===== src/hw/rtl/ppgagc_pkg.sv =====
// Shared types and constants for the LED auto gain calibration block.
// Used by ppgagc_ctrl, ppgagc_dp and the top level; depends on nothing.
package ppgagc_pkg;

   // field widths
   localparam int CMD_W      = 2;
   localparam int PHASE_W    = 2;
   localparam int DRIVE_W    = 8;
   localparam int LED_DAC_W  = 7;
   localparam int AMB_DAC_W  = 10;
   localparam int ON_TIME_W  = 6;
   localparam int FLAGS_W    = 4;
   localparam int PROD_W     = 24;  // 10000 * (255 + 1023) fits in 24 bits
   localparam int SUM_W      = 11;  // target + ambient code
   localparam int SCALE_W    = 14;
   localparam int RSP_DATA_W = 40;
   localparam int CSR_ADDR_W = 4;
   localparam int CSR_DATA_W = 32;
   localparam int REG_IDX_W  = 2;

   // command codes
   localparam logic [CMD_W-1:0] CMD_SAMPLE  = 2'd0;
   localparam logic [CMD_W-1:0] CMD_START   = 2'd1;
   localparam logic [CMD_W-1:0] CMD_RESTART = 2'd2;
   localparam logic [CMD_W-1:0] CMD_UNUSED  = 2'd3;

   // calibration phases
   localparam logic [PHASE_W-1:0] PH_START   = 2'd0;
   localparam logic [PHASE_W-1:0] PH_CURRENT = 2'd1;
   localparam logic [PHASE_W-1:0] PH_DAC     = 2'd2;
   localparam logic [PHASE_W-1:0] PH_DONE    = 2'd3;

   // register update flags: bit0 drive, bit1 LED DAC, bit2 ambient DAC, bit3 on-time
   localparam logic [FLAGS_W-1:0] FLAGS_NONE    = 4'b0000;
   localparam logic [FLAGS_W-1:0] FLAGS_LED_DAC = 4'b0010;
   localparam logic [FLAGS_W-1:0] FLAGS_ALL     = 4'b1111;

   // arithmetic constants
   localparam int AMB_BASE     = 280000;
   localparam int SCALE        = 10000;
   localparam int LED_MARGIN   = 128;
   localparam int LED_HIGH     = 320000;
   localparam int LED_LOW      = 200000;
   localparam int LED_DAC_TOP  = 120;
   localparam int AMB_DAC_MAX  = 1023;
   localparam int ON_TIME_INIT = 5;
   localparam int ON_TIME_CAL  = 32;

   // register indexes
   localparam logic [REG_IDX_W-1:0] REG_TARGET_IDAC  = 2'd0;
   localparam logic [REG_IDX_W-1:0] REG_MAX_CURRENT  = 2'd1;
   localparam logic [REG_IDX_W-1:0] REG_LOW_BATTERY  = 2'd2;
   localparam logic [REG_IDX_W-1:0] REG_INIT_CURRENT = 2'd3;

   typedef struct packed {
      logic [7:0] target_idac;
      logic [7:0] max_current;
      logic       low_battery;
      logic [7:0] init_current;
   } cfg_type;

   typedef enum logic [1:0] {
      DIV_AMB   = 2'd0,
      DIV_STEP  = 2'd1,
      DIV_DRIVE = 2'd2
   } div_sel_type;

   // controller to datapath
   typedef struct packed {
      logic        capture;
      logic        div_start;
      div_sel_type div_sel;
      logic        a_load;
      logic        step_load;
      logic        step_clear;
      logic        prod_load;
      logic        drv_limit;
      logic        drv_quot;
      logic        commit;
   } ctrl_cmd_type;

   // datapath to controller
   typedef struct packed {
      logic [CMD_W-1:0]   code;
      logic               active;
      logic [PHASE_W-1:0] phase;
      logic               led_big;
      logic               init_zero;
      logic               quot_zero;
      logic               div_done;
   } dp_stat_type;

   typedef struct packed {
      logic                 done;
      logic [FLAGS_W-1:0]   wflags;
      logic [ON_TIME_W-1:0] on_time;
      logic [AMB_DAC_W-1:0] amb_dac;
      logic [LED_DAC_W-1:0] led_dac;
      logic [DRIVE_W-1:0]   drive;
      logic [PHASE_W-1:0]   phase;
      logic                 worked;
   } rsp_type;

endpackage


===== src/hw/rtl/ppgagc_div.sv =====
// Restoring divider, one quotient bit per cycle, shared by all divisions.
// Standalone; used by ppgagc_dp.
module ppgagc_div #(
   parameter int NUM_W = 24,
   parameter int DEN_W = 24
) (
   input  logic             clock,
   input  logic             reset,
   input  logic             start,
   input  logic [NUM_W-1:0] num,
   input  logic [DEN_W-1:0] den,
   output logic             done,
   output logic [NUM_W-1:0] quot
);

   localparam int CNT_W = $clog2(NUM_W + 1);

   logic [DEN_W-1:0] rem_ff, rem_in;
   logic [NUM_W-1:0] quo_ff, quo_in;
   logic [DEN_W-1:0] den_ff, den_in;
   logic [CNT_W-1:0] cnt_ff, cnt_in;
   logic             busy_ff, busy_in;
   logic             done_ff, done_in;
   logic [DEN_W:0]   shifted;
   logic [DEN_W:0]   diff;
   logic             fits;

   // trial subtraction for the next quotient bit
   assign shifted = {rem_ff, quo_ff[NUM_W-1]};
   assign diff    = shifted - {1'b0, den_ff};
   assign fits    = shifted >= {1'b0, den_ff};

   always_comb begin
      rem_in  = rem_ff;
      quo_in  = quo_ff;
      den_in  = den_ff;
      cnt_in  = cnt_ff;
      busy_in = busy_ff;
      done_in = 1'b0;
      if (start) begin
         rem_in  = '0;
         quo_in  = num;
         den_in  = den;
         cnt_in  = CNT_W'(NUM_W);
         busy_in = 1'b1;
      end else if (busy_ff) begin
         rem_in = fits ? diff[DEN_W-1:0] : shifted[DEN_W-1:0];
         quo_in = {quo_ff[NUM_W-2:0], fits};
         cnt_in = cnt_ff - CNT_W'(1);
         if (cnt_ff == CNT_W'(1)) begin
            busy_in = 1'b0;
            done_in = 1'b1;
         end
      end
   end

   // control
   always_ff @(posedge clock) begin
      if (reset) begin
         busy_ff <= 1'b0;
         done_ff <= 1'b0;
         cnt_ff  <= '0;
      end else begin
         busy_ff <= busy_in;
         done_ff <= done_in;
         cnt_ff  <= cnt_in;
      end
   end

   // operands
   always_ff @(posedge clock) begin
      rem_ff <= rem_in;
      quo_ff <= quo_in;
      den_ff <= den_in;
   end

   assign done = done_ff;
   assign quot = quo_ff;

endmodule


===== src/hw/rtl/ppgagc_ctrl.sv =====
// Sequencer for the calibration block: handshakes, division order, commit.
// Depends on ppgagc_pkg; drives ppgagc_dp through command and status structs.
module ppgagc_ctrl (
   input  logic                    clock,
   input  logic                    reset,
   input  logic                    req_tvalid,
   output logic                    req_tready,
   output logic                    rsp_tvalid,
   input  logic                    rsp_tready,
   input  ppgagc_pkg::dp_stat_type stat,
   output ppgagc_pkg::ctrl_cmd_type cmd
);

   typedef enum logic [6:0] {
      S_IDLE   = 7'b0000001,
      S_EVAL   = 7'b0000010,
      S_DIVA   = 7'b0000100,
      S_DIVS   = 7'b0001000,
      S_MUL    = 7'b0010000,
      S_DIVD   = 7'b0100000,
      S_COMMIT = 7'b1000000
   } state_type;

   state_type state_ff, state_in;
   logic      rsp_valid_ff, rsp_valid_in;

   // next state and commands
   always_comb begin
      state_in     = state_ff;
      rsp_valid_in = rsp_valid_ff & ~rsp_tready;
      cmd          = '0;
      cmd.div_sel  = ppgagc_pkg::DIV_AMB;
      unique case (state_ff)
         S_IDLE: begin
            if (req_tvalid) begin
               cmd.capture = 1'b1;
               state_in    = S_EVAL;
            end
         end
         S_EVAL: begin
            if (stat.code == ppgagc_pkg::CMD_SAMPLE && stat.active &&
                stat.phase == ppgagc_pkg::PH_CURRENT) begin
               cmd.div_start = 1'b1;
               cmd.div_sel   = ppgagc_pkg::DIV_AMB;
               state_in      = S_DIVA;
            end else begin
               state_in = S_COMMIT;
            end
         end
         S_DIVA: begin
            if (stat.div_done) begin
               cmd.a_load = 1'b1;
               if (!stat.led_big) begin
                  cmd.drv_limit = 1'b1;
                  state_in      = S_COMMIT;
               end else if (stat.init_zero) begin
                  cmd.step_clear = 1'b1;
                  cmd.drv_limit  = 1'b1;
                  state_in       = S_COMMIT;
               end else begin
                  cmd.div_start = 1'b1;
                  cmd.div_sel   = ppgagc_pkg::DIV_STEP;
                  state_in      = S_DIVS;
               end
            end
         end
         S_DIVS: begin
            if (stat.div_done) begin
               cmd.step_load = 1'b1;
               if (stat.quot_zero) begin
                  cmd.drv_limit = 1'b1;
                  state_in      = S_COMMIT;
               end else begin
                  cmd.prod_load = 1'b1;
                  state_in      = S_MUL;
               end
            end
         end
         S_MUL: begin
            cmd.div_start = 1'b1;
            cmd.div_sel   = ppgagc_pkg::DIV_DRIVE;
            state_in      = S_DIVD;
         end
         S_DIVD: begin
            if (stat.div_done) begin
               cmd.drv_quot = 1'b1;
               state_in     = S_COMMIT;
            end
         end
         S_COMMIT: begin
            // wait for room in the output register
            if (!rsp_valid_ff || rsp_tready) begin
               cmd.commit   = 1'b1;
               rsp_valid_in = 1'b1;
               state_in     = S_IDLE;
            end
         end
         default: state_in = S_IDLE;
      endcase
   end

   always_ff @(posedge clock) begin
      if (reset) begin
         state_ff     <= S_IDLE;
         rsp_valid_ff <= 1'b0;
      end else begin
         state_ff     <= state_in;
         rsp_valid_ff <= rsp_valid_in;
      end
   end

   assign req_tready = (state_ff == S_IDLE);
   assign rsp_tvalid = rsp_valid_ff;

   // a division only finishes while one is awaited
   a_done_in_div: assert property (@(posedge clock) disable iff (reset)
      stat.div_done |-> (state_ff == S_DIVA || state_ff == S_DIVS || state_ff == S_DIVD))
      else $error("divider finished outside a division state");

   // a committed word is offered next cycle
   a_commit_valid: assert property (@(posedge clock) disable iff (reset)
      cmd.commit |=> rsp_valid_ff)
      else $error("committed word not offered");

   // a captured word is evaluated next
   a_capture_eval: assert property (@(posedge clock) disable iff (reset)
      cmd.capture |=> state_ff == S_EVAL)
      else $error("captured word not evaluated");

endmodule


===== src/hw/rtl/ppgagc_dp.sv =====
// Datapath: calibration state, sample registers, shared divider and result register.
// Depends on ppgagc_pkg and ppgagc_div; sequenced by ppgagc_ctrl.
module ppgagc_dp #(
   parameter int SAMPLE_BITS = 24
) (
   input  logic                            clock,
   input  logic                            reset,
   input  ppgagc_pkg::cfg_type             cfg,
   input  logic [ppgagc_pkg::CMD_W-1:0]    req_cmd,
   input  logic [SAMPLE_BITS-1:0]          req_led,
   input  logic [SAMPLE_BITS-1:0]          req_amb,
   input  ppgagc_pkg::ctrl_cmd_type        cmd,
   output ppgagc_pkg::dp_stat_type         stat,
   output ppgagc_pkg::rsp_type             rsp
);

   localparam int NUM_W = (SAMPLE_BITS > ppgagc_pkg::PROD_W) ? SAMPLE_BITS : ppgagc_pkg::PROD_W;
   localparam int EXT_W = NUM_W + 1;
   localparam int PFULL_W = ppgagc_pkg::SCALE_W + ppgagc_pkg::SUM_W;

   // captured word
   logic [ppgagc_pkg::CMD_W-1:0] cmd_q_ff, cmd_q_in;
   logic [SAMPLE_BITS-1:0]       led_q_ff, led_q_in;
   logic [SAMPLE_BITS-1:0]       amb_q_ff, amb_q_in;

   // calibration state
   logic [ppgagc_pkg::PHASE_W-1:0]   phase_ff, phase_in;
   logic                             active_ff, active_in;
   logic [ppgagc_pkg::DRIVE_W-1:0]   drive_ff, drive_in;
   logic [ppgagc_pkg::LED_DAC_W-1:0] led_dac_ff, led_dac_in;
   logic [ppgagc_pkg::AMB_DAC_W-1:0] amb_dac_ff, amb_dac_in;
   logic [ppgagc_pkg::ON_TIME_W-1:0] on_time_ff, on_time_in;
   logic [SAMPLE_BITS-1:0]           step_ff, step_in;
   logic [ppgagc_pkg::FLAGS_W-1:0]   flags_ff, flags_in;
   logic [ppgagc_pkg::DRIVE_W-1:0]   limit_ff, limit_in;

   // working values of one word
   logic [ppgagc_pkg::AMB_DAC_W-1:0] a_ff, a_in;
   logic [ppgagc_pkg::PROD_W-1:0]    prod_ff, prod_in;
   logic [ppgagc_pkg::DRIVE_W-1:0]   dcalc_ff, dcalc_in;

   ppgagc_pkg::rsp_type rsp_ff, rsp_in;

   logic [EXT_W-1:0]               led_x, amb_x, amb_off, led_diff;
   logic                           amb_over, led_big;
   logic [ppgagc_pkg::SUM_W-1:0]   idac_sum;
   logic [PFULL_W-1:0]             prod_full;
   logic [NUM_W-1:0]               div_num;
   logic [SAMPLE_BITS-1:0]         div_den;
   logic                           div_done;
   logic [NUM_W-1:0]               div_quot;

   // sample arithmetic
   assign led_x    = EXT_W'(led_q_ff);
   assign amb_x    = EXT_W'(amb_q_ff);
   assign amb_over = amb_x > EXT_W'(ppgagc_pkg::AMB_BASE);
   assign amb_off  = amb_x - EXT_W'(ppgagc_pkg::AMB_BASE);
   assign led_big  = led_x > (amb_x + EXT_W'(ppgagc_pkg::LED_MARGIN));
   assign led_diff = led_x - amb_x;

   // 10000 * (target + ambient code)
   assign idac_sum  = ppgagc_pkg::SUM_W'(cfg.target_idac) + ppgagc_pkg::SUM_W'(a_ff);
   assign prod_full = PFULL_W'(ppgagc_pkg::SCALE) * PFULL_W'(idac_sum);

   // divider operands
   always_comb begin
      unique case (cmd.div_sel)
         ppgagc_pkg::DIV_AMB: begin
            div_num = amb_over ? amb_off[NUM_W-1:0] : '0;
            div_den = SAMPLE_BITS'(ppgagc_pkg::SCALE);
         end
         ppgagc_pkg::DIV_STEP: begin
            div_num = led_diff[NUM_W-1:0];
            div_den = SAMPLE_BITS'(cfg.init_current);
         end
         ppgagc_pkg::DIV_DRIVE: begin
            div_num = NUM_W'(prod_ff);
            div_den = step_ff;
         end
         default: begin
            div_num = '0;
            div_den = '0;
         end
      endcase
   end

   ppgagc_div #(
      .NUM_W (NUM_W),
      .DEN_W (SAMPLE_BITS)
   ) u_div (
      .clock (clock),
      .reset (reset),
      .start (cmd.div_start),
      .num   (div_num),
      .den   (div_den),
      .done  (div_done),
      .quot  (div_quot)
   );

   // working values
   always_comb begin
      cmd_q_in = cmd.capture ? req_cmd : cmd_q_ff;
      led_q_in = cmd.capture ? req_led : led_q_ff;
      amb_q_in = cmd.capture ? req_amb : amb_q_ff;
      a_in     = a_ff;
      if (cmd.a_load) begin
         a_in = (div_quot > NUM_W'(ppgagc_pkg::AMB_DAC_MAX))
              ? ppgagc_pkg::AMB_DAC_W'(ppgagc_pkg::AMB_DAC_MAX)
              : div_quot[ppgagc_pkg::AMB_DAC_W-1:0];
      end
      prod_in  = cmd.prod_load ? prod_full[ppgagc_pkg::PROD_W-1:0] : prod_ff;
      dcalc_in = dcalc_ff;
      if (cmd.drv_limit) begin
         dcalc_in = limit_ff;
      end else if (cmd.drv_quot) begin
         dcalc_in = (div_quot > NUM_W'(limit_ff)) ? limit_ff
                                                  : div_quot[ppgagc_pkg::DRIVE_W-1:0];
      end
   end

   // state update and result of one word
   always_comb begin
      phase_in   = phase_ff;
      active_in  = active_ff;
      drive_in   = drive_ff;
      led_dac_in = led_dac_ff;
      amb_dac_in = amb_dac_ff;
      on_time_in = on_time_ff;
      flags_in   = flags_ff;
      limit_in   = limit_ff;
      step_in    = step_ff;
      if (cmd.step_load) begin
         step_in = div_quot[SAMPLE_BITS-1:0];
      end else if (cmd.step_clear) begin
         step_in = '0;
      end
      rsp_in        = rsp_ff;
      rsp_in.worked = 1'b0;
      rsp_in.wflags = ppgagc_pkg::FLAGS_NONE;
      rsp_in.done   = 1'b0;
      unique case (cmd_q_ff)
         ppgagc_pkg::CMD_START: begin
            flags_in      = ppgagc_pkg::FLAGS_ALL;
            led_dac_in    = '0;
            amb_dac_in    = '0;
            on_time_in    = ppgagc_pkg::ON_TIME_W'(ppgagc_pkg::ON_TIME_INIT);
            drive_in      = cfg.init_current;
            phase_in      = ppgagc_pkg::PH_START;
            limit_in      = cfg.low_battery ? {1'b0, cfg.max_current[7:1]} : cfg.max_current;
            active_in     = 1'b1;
            rsp_in.wflags = ppgagc_pkg::FLAGS_ALL;
         end
         ppgagc_pkg::CMD_RESTART: begin
            flags_in      = ppgagc_pkg::FLAGS_ALL;
            phase_in      = ppgagc_pkg::PH_DAC;
            active_in     = 1'b1;
            rsp_in.wflags = ppgagc_pkg::FLAGS_ALL;
         end
         ppgagc_pkg::CMD_SAMPLE: begin
            if (active_ff) begin
               rsp_in.worked = 1'b1;
               unique case (phase_ff)
                  ppgagc_pkg::PH_START: phase_in = ppgagc_pkg::PH_CURRENT;
                  ppgagc_pkg::PH_CURRENT: begin
                     amb_dac_in = a_ff;
                     drive_in   = dcalc_ff;
                     led_dac_in = '0;
                     on_time_in = ppgagc_pkg::ON_TIME_W'(ppgagc_pkg::ON_TIME_CAL);
                     flags_in   = ppgagc_pkg::FLAGS_ALL;
                     phase_in   = ppgagc_pkg::PH_DAC;
                  end
                  ppgagc_pkg::PH_DAC: begin
                     // step the LED DAC toward the window, finish inside it or where the DAC cannot step on
                     if (led_x > EXT_W'(ppgagc_pkg::LED_HIGH) &&
                         led_dac_ff <= ppgagc_pkg::LED_DAC_W'(ppgagc_pkg::LED_DAC_TOP)) begin
                        led_dac_in = led_dac_ff + ppgagc_pkg::LED_DAC_W'(1);
                     end else if (led_x < EXT_W'(ppgagc_pkg::LED_LOW) && led_dac_ff != '0) begin
                        led_dac_in = led_dac_ff - ppgagc_pkg::LED_DAC_W'(1);
                     end else begin
                        phase_in = ppgagc_pkg::PH_DONE;
                     end
                     flags_in = ppgagc_pkg::FLAGS_LED_DAC;
                  end
                  default: ;
               endcase
               if (phase_in == ppgagc_pkg::PH_DONE) begin
                  active_in   = 1'b0;
                  rsp_in.done = 1'b1;
               end else begin
                  rsp_in.wflags = flags_in;
               end
            end
         end
         default: ;
      endcase
      rsp_in.phase   = phase_in;
      rsp_in.drive   = drive_in;
      rsp_in.led_dac = led_dac_in;
      rsp_in.amb_dac = amb_dac_in;
      rsp_in.on_time = on_time_in;
   end

   // calibration state, written when a word commits; the step register follows its own loads
   always_ff @(posedge clock) begin
      if (reset) begin
         phase_ff   <= ppgagc_pkg::PH_START;
         active_ff  <= 1'b0;
         drive_ff   <= '0;
         led_dac_ff <= '0;
         amb_dac_ff <= '0;
         on_time_ff <= ppgagc_pkg::ON_TIME_W'(ppgagc_pkg::ON_TIME_INIT);
         flags_ff   <= ppgagc_pkg::FLAGS_NONE;
         limit_ff   <= '0;
         step_ff    <= '0;
      end else begin
         step_ff <= step_in;
         if (cmd.commit) begin
            phase_ff   <= phase_in;
            active_ff  <= active_in;
            drive_ff   <= drive_in;
            led_dac_ff <= led_dac_in;
            amb_dac_ff <= amb_dac_in;
            on_time_ff <= on_time_in;
            flags_ff   <= flags_in;
            limit_ff   <= limit_in;
         end
      end
   end

   // payload registers
   always_ff @(posedge clock) begin
      cmd_q_ff <= cmd_q_in;
      led_q_ff <= led_q_in;
      amb_q_ff <= amb_q_in;
      a_ff     <= a_in;
      prod_ff  <= prod_in;
      dcalc_ff <= dcalc_in;
      if (cmd.commit) begin
         rsp_ff <= rsp_in;
      end
   end

   assign stat.code      = cmd_q_ff;
   assign stat.active    = active_ff;
   assign stat.phase     = phase_ff;
   assign stat.led_big   = led_big;
   assign stat.init_zero = (cfg.init_current == '0);
   assign stat.quot_zero = (div_quot == '0);
   assign stat.div_done  = div_done;
   assign rsp            = rsp_ff;

   // LED DAC never steps past one above its top code
   a_led_dac_range: assert property (@(posedge clock) disable iff (reset)
      led_dac_ff <= ppgagc_pkg::LED_DAC_W'(ppgagc_pkg::LED_DAC_TOP + 1))
      else $error("LED DAC code out of range");

   // a finishing word leaves the block inactive in the finished phase
   a_finish_state: assert property (@(posedge clock) disable iff (reset)
      cmd.commit && rsp_in.done |=> !active_ff && phase_ff == ppgagc_pkg::PH_DONE)
      else $error("finish did not deactivate calibration");

   // a start loads the initial drive and activates
   a_start_state: assert property (@(posedge clock) disable iff (reset)
      cmd.commit && cmd_q_ff == ppgagc_pkg::CMD_START |=>
         active_ff && phase_ff == ppgagc_pkg::PH_START && drive_ff == $past(cfg.init_current))
      else $error("start did not load initial state");

endmodule


===== src/hw/rtl/ppg_led_auto_gain_calibration.sv =====
// Top level of the LED auto gain calibration block: stream ports, register port.
// Depends on ppgagc_pkg, ppgagc_ctrl and ppgagc_dp.
//
//   channel  direction  handshake             payload
//   req      in         req_tvalid/tready     tdata led, ambient; tuser command
//   rsp      out        rsp_tvalid/tready     tdata settings and write flags; tlast done
//   csr      in/out     psel/penable/pready   four 8-bit-or-less registers at 4*i
//
// A command, an idle sample or a sample outside the current-set phase runs no division.
// A current-set sample runs up to three divisions on one shared divider at one bit a
// cycle, each over NUM_W = max(SAMPLE_BITS, 24) quotient bits.
// Reset is synchronous; there is no clearing pass.
// A result waits in the output register; the next word is accepted meanwhile and
// stalls only at its own commit until the waiting result is taken.
module ppg_led_auto_gain_calibration #(
   parameter int SAMPLE_BITS = 24
) (
   input  logic                                  clock,
   input  logic                                  reset,
   // req: tdata = led_sample, ambient_sample, zero fill; tuser = cmd
   input  logic                                  req_tvalid,
   output logic                                  req_tready,
   input  logic [((2*SAMPLE_BITS+7)/8)*8-1:0]    req_tdata,
   input  logic [ppgagc_pkg::CMD_W-1:0]          req_tuser,
   // rsp: tdata = worked, cal_phase, drive_current, led_offset_dac, ambient_dac,
   //      on_time, write_drive, write_led_dac, write_amb_dac, write_on_time, zero fill
   output logic                                  rsp_tvalid,
   input  logic                                  rsp_tready,
   output logic [ppgagc_pkg::RSP_DATA_W-1:0]     rsp_tdata,
   output logic                                  rsp_tlast,
   // register port
   input  logic                                  csr_psel,
   input  logic                                  csr_penable,
   input  logic                                  csr_pwrite,
   input  logic [ppgagc_pkg::CSR_ADDR_W-1:0]     csr_paddr,
   input  logic [ppgagc_pkg::CSR_DATA_W-1:0]     csr_pwdata,
   output logic [ppgagc_pkg::CSR_DATA_W-1:0]     csr_prdata,
   output logic                                  csr_pready
);

   ppgagc_pkg::cfg_type      cfg_ff, cfg_in;
   ppgagc_pkg::ctrl_cmd_type ctrl_cmd;
   ppgagc_pkg::dp_stat_type  dp_stat;
   ppgagc_pkg::rsp_type      rsp_word;
   logic                     csr_wr;
   logic [ppgagc_pkg::REG_IDX_W-1:0] csr_idx;

   // register writes
   assign csr_pready = 1'b1;
   assign csr_wr     = csr_psel & csr_penable & csr_pwrite & csr_pready;
   assign csr_idx    = csr_paddr[ppgagc_pkg::CSR_ADDR_W-1:2];

   always_comb begin
      cfg_in = cfg_ff;
      if (csr_wr) begin
         unique case (csr_idx)
            ppgagc_pkg::REG_TARGET_IDAC:  cfg_in.target_idac  = csr_pwdata[7:0];
            ppgagc_pkg::REG_MAX_CURRENT:  cfg_in.max_current  = csr_pwdata[7:0];
            ppgagc_pkg::REG_LOW_BATTERY:  cfg_in.low_battery  = csr_pwdata[0];
            ppgagc_pkg::REG_INIT_CURRENT: cfg_in.init_current = csr_pwdata[7:0];
            default: ;
         endcase
      end
   end

   always_ff @(posedge clock) begin
      if (reset) begin
         cfg_ff.target_idac  <= 8'd16;
         cfg_ff.max_current  <= 8'd255;
         cfg_ff.low_battery  <= 1'b0;
         cfg_ff.init_current <= 8'd64;
      end else begin
         cfg_ff <= cfg_in;
      end
   end

   // register reads
   always_comb begin
      unique case (csr_idx)
         ppgagc_pkg::REG_TARGET_IDAC:  csr_prdata = ppgagc_pkg::CSR_DATA_W'(cfg_ff.target_idac);
         ppgagc_pkg::REG_MAX_CURRENT:  csr_prdata = ppgagc_pkg::CSR_DATA_W'(cfg_ff.max_current);
         ppgagc_pkg::REG_LOW_BATTERY:  csr_prdata = ppgagc_pkg::CSR_DATA_W'(cfg_ff.low_battery);
         ppgagc_pkg::REG_INIT_CURRENT: csr_prdata = ppgagc_pkg::CSR_DATA_W'(cfg_ff.init_current);
         default:                      csr_prdata = '0;
      endcase
   end

   ppgagc_ctrl u_ctrl (
      .clock      (clock),
      .reset      (reset),
      .req_tvalid (req_tvalid),
      .req_tready (req_tready),
      .rsp_tvalid (rsp_tvalid),
      .rsp_tready (rsp_tready),
      .stat       (dp_stat),
      .cmd        (ctrl_cmd)
   );

   ppgagc_dp #(
      .SAMPLE_BITS (SAMPLE_BITS)
   ) u_dp (
      .clock   (clock),
      .reset   (reset),
      .cfg     (cfg_ff),
      .req_cmd (req_tuser),
      .req_led (req_tdata[SAMPLE_BITS-1:0]),
      .req_amb (req_tdata[2*SAMPLE_BITS-1:SAMPLE_BITS]),
      .cmd     (ctrl_cmd),
      .stat    (dp_stat),
      .rsp     (rsp_word)
   );

   // result word packing, lowest field first
   assign rsp_tdata = {2'b00, rsp_word.wflags, rsp_word.on_time, rsp_word.amb_dac,
                       rsp_word.led_dac, rsp_word.drive, rsp_word.phase, rsp_word.worked};
   assign rsp_tlast = rsp_word.done;

endmodule


===== config.mk =====
export PLATFORM = sky130hd
export DESIGN_NAME = ppg_led_auto_gain_calibration
export DESIGN_NICKNAME = d
export VERILOG_FILES = /design/src/hw/rtl/ppgagc_pkg.sv /design/src/hw/rtl/ppgagc_div.sv /design/src/hw/rtl/ppgagc_ctrl.sv /design/src/hw/rtl/ppgagc_dp.sv /design/src/hw/rtl/ppg_led_auto_gain_calibration.sv
export SDC_FILE = /design/constraint.sdc
export NUM_CORES = 1
export LEC_CHECK = 0
export ABC_AREA = 1
export BUFFER_PORTS_ARGS = -buffer_cell sky130_fd_sc_hd__buf_4
export CAP_MARGIN = 5
export CORE_MARGIN = 4
export CORE_UTILIZATION = 34
export DETAILED_ROUTE_END_ITERATION = 8
export PLACE_DENSITY = 0.5
export SLEW_MARGIN = 10
export SYNTH_ARGS = -nofsm -noshare
export SYNTH_HDL_FRONTEND = slang
export SYNTH_SLANG_ARGS = --single-unit

===== constraint.sdc =====
create_clock -name clock -period 6.5 [get_ports clock]
set_input_delay 0.325 -clock clock [delete_from_list [all_inputs] [get_ports clock]]
set_output_delay 0.325 -clock clock [all_outputs]
set_load 0.1 [all_outputs]

# Word-level counts from Yosys, hierarchy flattened
# Cells that the tools add are included.
[totals]
word_cells = 198
register_bits = 309
out_inout_bits = 76
[op_classes]
reduce_logical = 29
magnitude_cmp = 8
add_sub_neg = 8
mux = 87
eq_ne = 24
multipliers = 1
bitwise = 5
[op_table]
columns = ["operator", "n"]
rows = [
  ["$mux 24", 6],
  ["$pmux 24 s3", 2],
  ["$pmux 32 s4", 1],
  ["$mux 7", 12],
  ["$pmux 7 s7", 1],
  ["$gt 24x19->1 const B", 2],
  ["$mux 8", 6],
  ["$sub 24x24->24", 2],
  ["$pmux 7 s2", 2],
  ["$mux 1", 27],
  ["$add 24x8->25 const B", 1],
  ["$ge 25x24->1", 1],
  ["$gt 24x25->1", 1],
  ["$gt 24x10->1 const B", 1],
  ["$gt 24x8->1", 1],
  ["$logic_not 24->1", 1],
  ["$lt 24x18->1 const B", 1],
  ["$pmux 4 s2", 3],
  ["$sub 24x19->24 const B", 1],
  ["$mul 10x11->20 const A", 1],
  ["$mux 10", 2],
  ["$pmux 10 s2", 1],
  ["$mux 4", 4],
  ["$pmux 8 s2", 1],
  ["39 further kinds", 81],
]

# Longest topological paths before layout
[logic_depth]
word_depth = 11
depth_mapped = 31

# Cells and area by module
# A second synthesis with hierarchy kept.
[unflattened]
cells_unflattened = 2690
area_unflattened_um2 = 20573.5
[modules_own_cells]
columns = ["mod", "area_per_inst_um2", "n_inst", "cells_per_inst"]
rows = [
  ["ppgagc_dp", 13426.6, 1, 1656],
  ["ppgagc_div", 5116.2, 1, 722],
  ["ppg_led_auto_gain_calibration", 1413.9, 1, 208],
  ["ppgagc_ctrl", 616.8, 1, 104],
]

# Worst setup path after synthesis
# Ideal clock, no wire load.
[synth_timing]
path_kind = "register to register"
start = "reg u_ctrl.state_ff[6]"
end = "reg u_dp.amb_q_ff[0] (enable)"
required_ns = 6.042
slack_ns = -0.158
arrival_ns = 6.200
path_stages_with_launch = 6
cell_sequence = "dfxtp_1 > nor2_1 > nand2_2 > nor4_1 > inv_1 > nor2_1"
[synth_rtl]
columns = ["item", "line", "rtl"]
rows = [
  ["start, declared", "ppgagc_ctrl.sv:24", "state_type state_ff, state_in;"],
  ["start signal, assigned", "ppgagc_ctrl.sv:107", "state_ff <= state_in;"],
  ["end signal, assigned", "ppgagc_dp.sv:234", "amb_q_ff <= amb_q_in;"],
  ["end, declared", "ppgagc_dp.sv:24", "logic [SAMPLE_BITS-1:0] amb_q_ff, amb_q_in;"],
]

# Final worst setup path
[layout_timing]
start = "reg u_dp.a_ff[0] in the netlist's numbering"
end = "reg u_dp.prod_ff[23] in the netlist's numbering (data pin)"
[layout_via]
elab_chain_cells = 2
[layout_rtl]
columns = ["item", "line", "rtl"]
rows = [
  ["start, declared", "ppgagc_dp.sv:38", "logic [ppgagc_pkg::AMB_DAC_W-1:0] a_ff, a_in;"],
  ["start signal, assigned", "ppgagc_dp.sv:235", "a_ff <= a_in;"],
  ["$add 8x10->11", "ppgagc_dp.sv:62", "assign idac_sum = ppgagc_pkg::SUM_W'(cfg.target_idac) + ppgagc_pkg::SUM_W'(a_ff);"],
  ["$mul 10x11->20", "ppgagc_dp.sv:63", "assign prod_full = PFULL_W'(ppgagc_pkg::SCALE) * PFULL_W'(idac_sum);"],
  ["net u_dp.prod_full[23]", "ppgagc_dp.sv:47", "logic [PFULL_W-1:0] prod_full;"],
  ["end signal, assigned", "ppgagc_dp.sv:236", "prod_ff <= prod_in;"],
  ["end, declared", "ppgagc_dp.sv:39", "logic [ppgagc_pkg::PROD_W-1:0] prod_ff, prod_in;"],
]
# The timed path passes the listed nets, and every way through them passes these cells.
# A chain may end at the register's enable or synchronous reset.

==> metrics <==
outcome complete, no violations; Hold Buf Count CTS 50; Routed Antenna Nets 0; most used flip-flop cell after synthesis edfxtp_1; top area cells in the synthesized netlist edfxtp_1, dfxtp_1, nand2_1; Max Clk Rate 168 MHz; ANT cells 0; Clk pin slew, worst setup/hold paths 0.06 ns; register area share after synthesis 0.391; # resized after CTS 0; buffer count from post-CTS setup fixing 0; Comb pwr share 0.344; global-route wire length before repair 92.8 mm; share of the synthesized area in the top cell type 0.259; part of the power in the clock network 0.307; internal power 4250 uW; Iter 0 DRT Violations 1273; flops & latches, synth 309; worst r2r src u_dp.a_ff[0]$_SDFFCE_PN1P_; CTS tree done; clock latency on the worst-skew pair 0.56 ns; H-tree levels 2; YS warnings 0; Max IR drop VDD 0.190 mV; DPL Wire Length 44.4 mm; CP Class flop to flop; Worst EP arrival 6.25 ns; RSZ-0062 raised after global routing no; Final period util 0.915; Switching Share 0.371; drt drc 0; total CTS buffers 37; critical path required time 6.81 ns; vias per std cell 4.95; Max Buffers Root-to-Sink 3; layout cells sized above 1 0.0799; worst-margin pin slew 1.08 ns; Layout Skew 0.0282 ns; Die Wd 252 um; die area 63700 um^2; sw power 2500 uW; grt total ovfl 0; Leak 0.0103 uW; share of power burned in registers 0.349; Root Buffer clkbuf_16; # setup viols final 0; Slew HR 0.276; Hold Path Class input port to flop; setup TNS 0 ns; Top delay family on crit path adder cells; row count 89; I/O Pins 169; final net count 3023; min cycle time layout 5.95 ns; worst path bufs/invs 3; critical path fanouts, max 5; Total Wirelength 58.7 mm; Post-synth EDFFs 175; Critical Path Source Type flop; Setup crit start u_dp.a_ff[0]$_SDFFCE_PN1P_; number of port buffers 115; pwr dens 288 nW/um^2; ys async rst share 0; final hold vios 0; vias in the first global route 17000; Post-synth top cells nand2_1, inv_1, nand3_1; Chip Height 252 um; synth-to-layout area growth 15.5%; DRT Pass-1 Iters 6; largest net degree at the start of global routing 68; number of max-slew violations in the final report 0; max_cap viols 0; Syn Area/Cell 7.73 um^2; Mapped Cells 2626; element type at the critical path end flop; cell taking the most area after synthesis edfxtp_1; Cell Area, Synth 20300 um^2; post-synth cell types 56; GRT Overall Usage 0.180; count leader, synth nand2_1; initial core utilization 0.344; CTS Sinks 309; Slowest-stage cell, CP fa_1; hold path start csr_pwdata[1]; initial antenna violation count 0; Vias 17600; Core Box Area 59000 um^2; worst-case hold slack 0.0357 ns; RePlAce Congestion 0.914; Crit path largest cell delay 0.53 ns; DR WL/cell 16.5 um
-- cell families (layout without fill, tap and decap cells) --
kind of cell,after synthesis,after routing,share of synthesized area
AOI/OAI and AO/OA,401,401,0.112
DFF,309,309,0.391
and+or+nand+nor,1193,1193,0.254
adders and majority gates,169,169,0.111
buffers and inverters,470,609,0.0962
xor gates and xnor gates,82,82,0.0354
other,2,27,0.000370
-- cells in the final DEF (no fill, tap or decap), types with 21 or more instances in the layout --
master         count
inv_1            355
o21ai_0          123
nor3_1            21
conb_1            27
edfxtp_1         175
buf_4            126
ha_1             150
xor2_1            62
clkbuf_16         38
nand4_1           47
nand2_1          619
dlygate4sd3_1     50
nor2_1           226
dfxtp_1          134
a21oi_1          173
nand3_1          230
-- sequential cells by signal, indices dropped and copies added (netlist names), 4 cells and up --
signal             count
u_ctrl.state_ff        7
u_dp.led_q_ff         24
u_dp.u_div.den_ff     24
u_dp.drive_ff          8
u_dp.a_ff             10
u_dp.u_div.cnt_ff      5
u_dp.led_dac_ff        7
u_dp.prod_ff          20
u_dp.amb_dac_ff       10
u_dp.on_time_ff        6
u_dp.u_div.quot       24
u_dp.rsp              39
u_dp.limit_ff          8
u_dp.dcalc_ff          8
u_dp.flags_ff          4
u_dp.step_ff          24
u_dp.amb_q_ff         24
u_dp.u_div.rem_ff     24
cfg_ff                25
-- stage by stage --
stage	util	worst slack [ns]	power (uW)	area (um^2)	instances
2_1_floorplan	-	1.05	4090	20400	2651
3_3_place_gp	0.368	0.606	4670	21700	3445
3_5_place_dp	0.368	0.535	4690	21700	3445
4_1_cts	0.397	0.529	6820	23400	3563
5_1_grt	0.397	0.166	7210	23400	3563
6_report	0.397	0.551	6750	23400	3563
-- area by class of cell --
type	count	area [um^2]
multi-input cells	1872	10500
repair buffers	176	1450
fillers	6113	35600
flip-flops and latches	309	7940
clock buffers	56	1040
clock inverters	12	161
inverters	365	1370
well taps	773	967
-- routing by layer --
layer / wire [um] / global-route usage / vias to the layer above
met5: 0 / 0 / -
met4: 1490 / 0.0500 / 0
li1: - / - / 8931
met1: 27000 / 0.245 / 8258
met3: 3370 / 0.0364 / 72
met2: 26800 / 0.294 / 369
-- worst register-to-register path, delay by kind of cell, from the launching register on --
| kind | cells | cell delay [ns] |
|---|---|---|
| simple gates | 8 | 0.90 |
| xor+xnor | 3 | 0.69 |
| compound gates | 5 | 0.77 |
| buf+inv | 3 | 0.14 |
| flops | 1 | 0.44 |
| fa+ha+maj | 8 | 2.76 |
-- final timing paths --
check             depth (start not counted)                              end  slack (ns)
hold / removal                            3          cfg_ff[10]$_SDFFE_PP1P_        0.04
setup reg to reg                         27       u_dp.prod_ff[23]$_DFFE_PP_        0.55
setup / recovery                         27       u_dp.prod_ff[23]$_DFFE_PP_        0.55
hold reg to reg                           2  u_dp.amb_dac_ff[5]$_SDFFE_PP0P_        0.45
-- power by group through the flow --
| stage | Combinational, uW | Clock (uW) | Sequential, uW |
|---|---|---|---|
| floorplan | 1730 | 0 | 2360 |
| global placement | 2280 | 0 | 2390 |
| detailed placement | 2300 | 0 | 2400 |
| CTS | 2330 | 2140 | 2350 |
| finish | 2320 | 2070 | 2350 |
| global route | 2630 | 2210 | 2360 |
No activity file was read; power rests on OpenSTA's default activity.
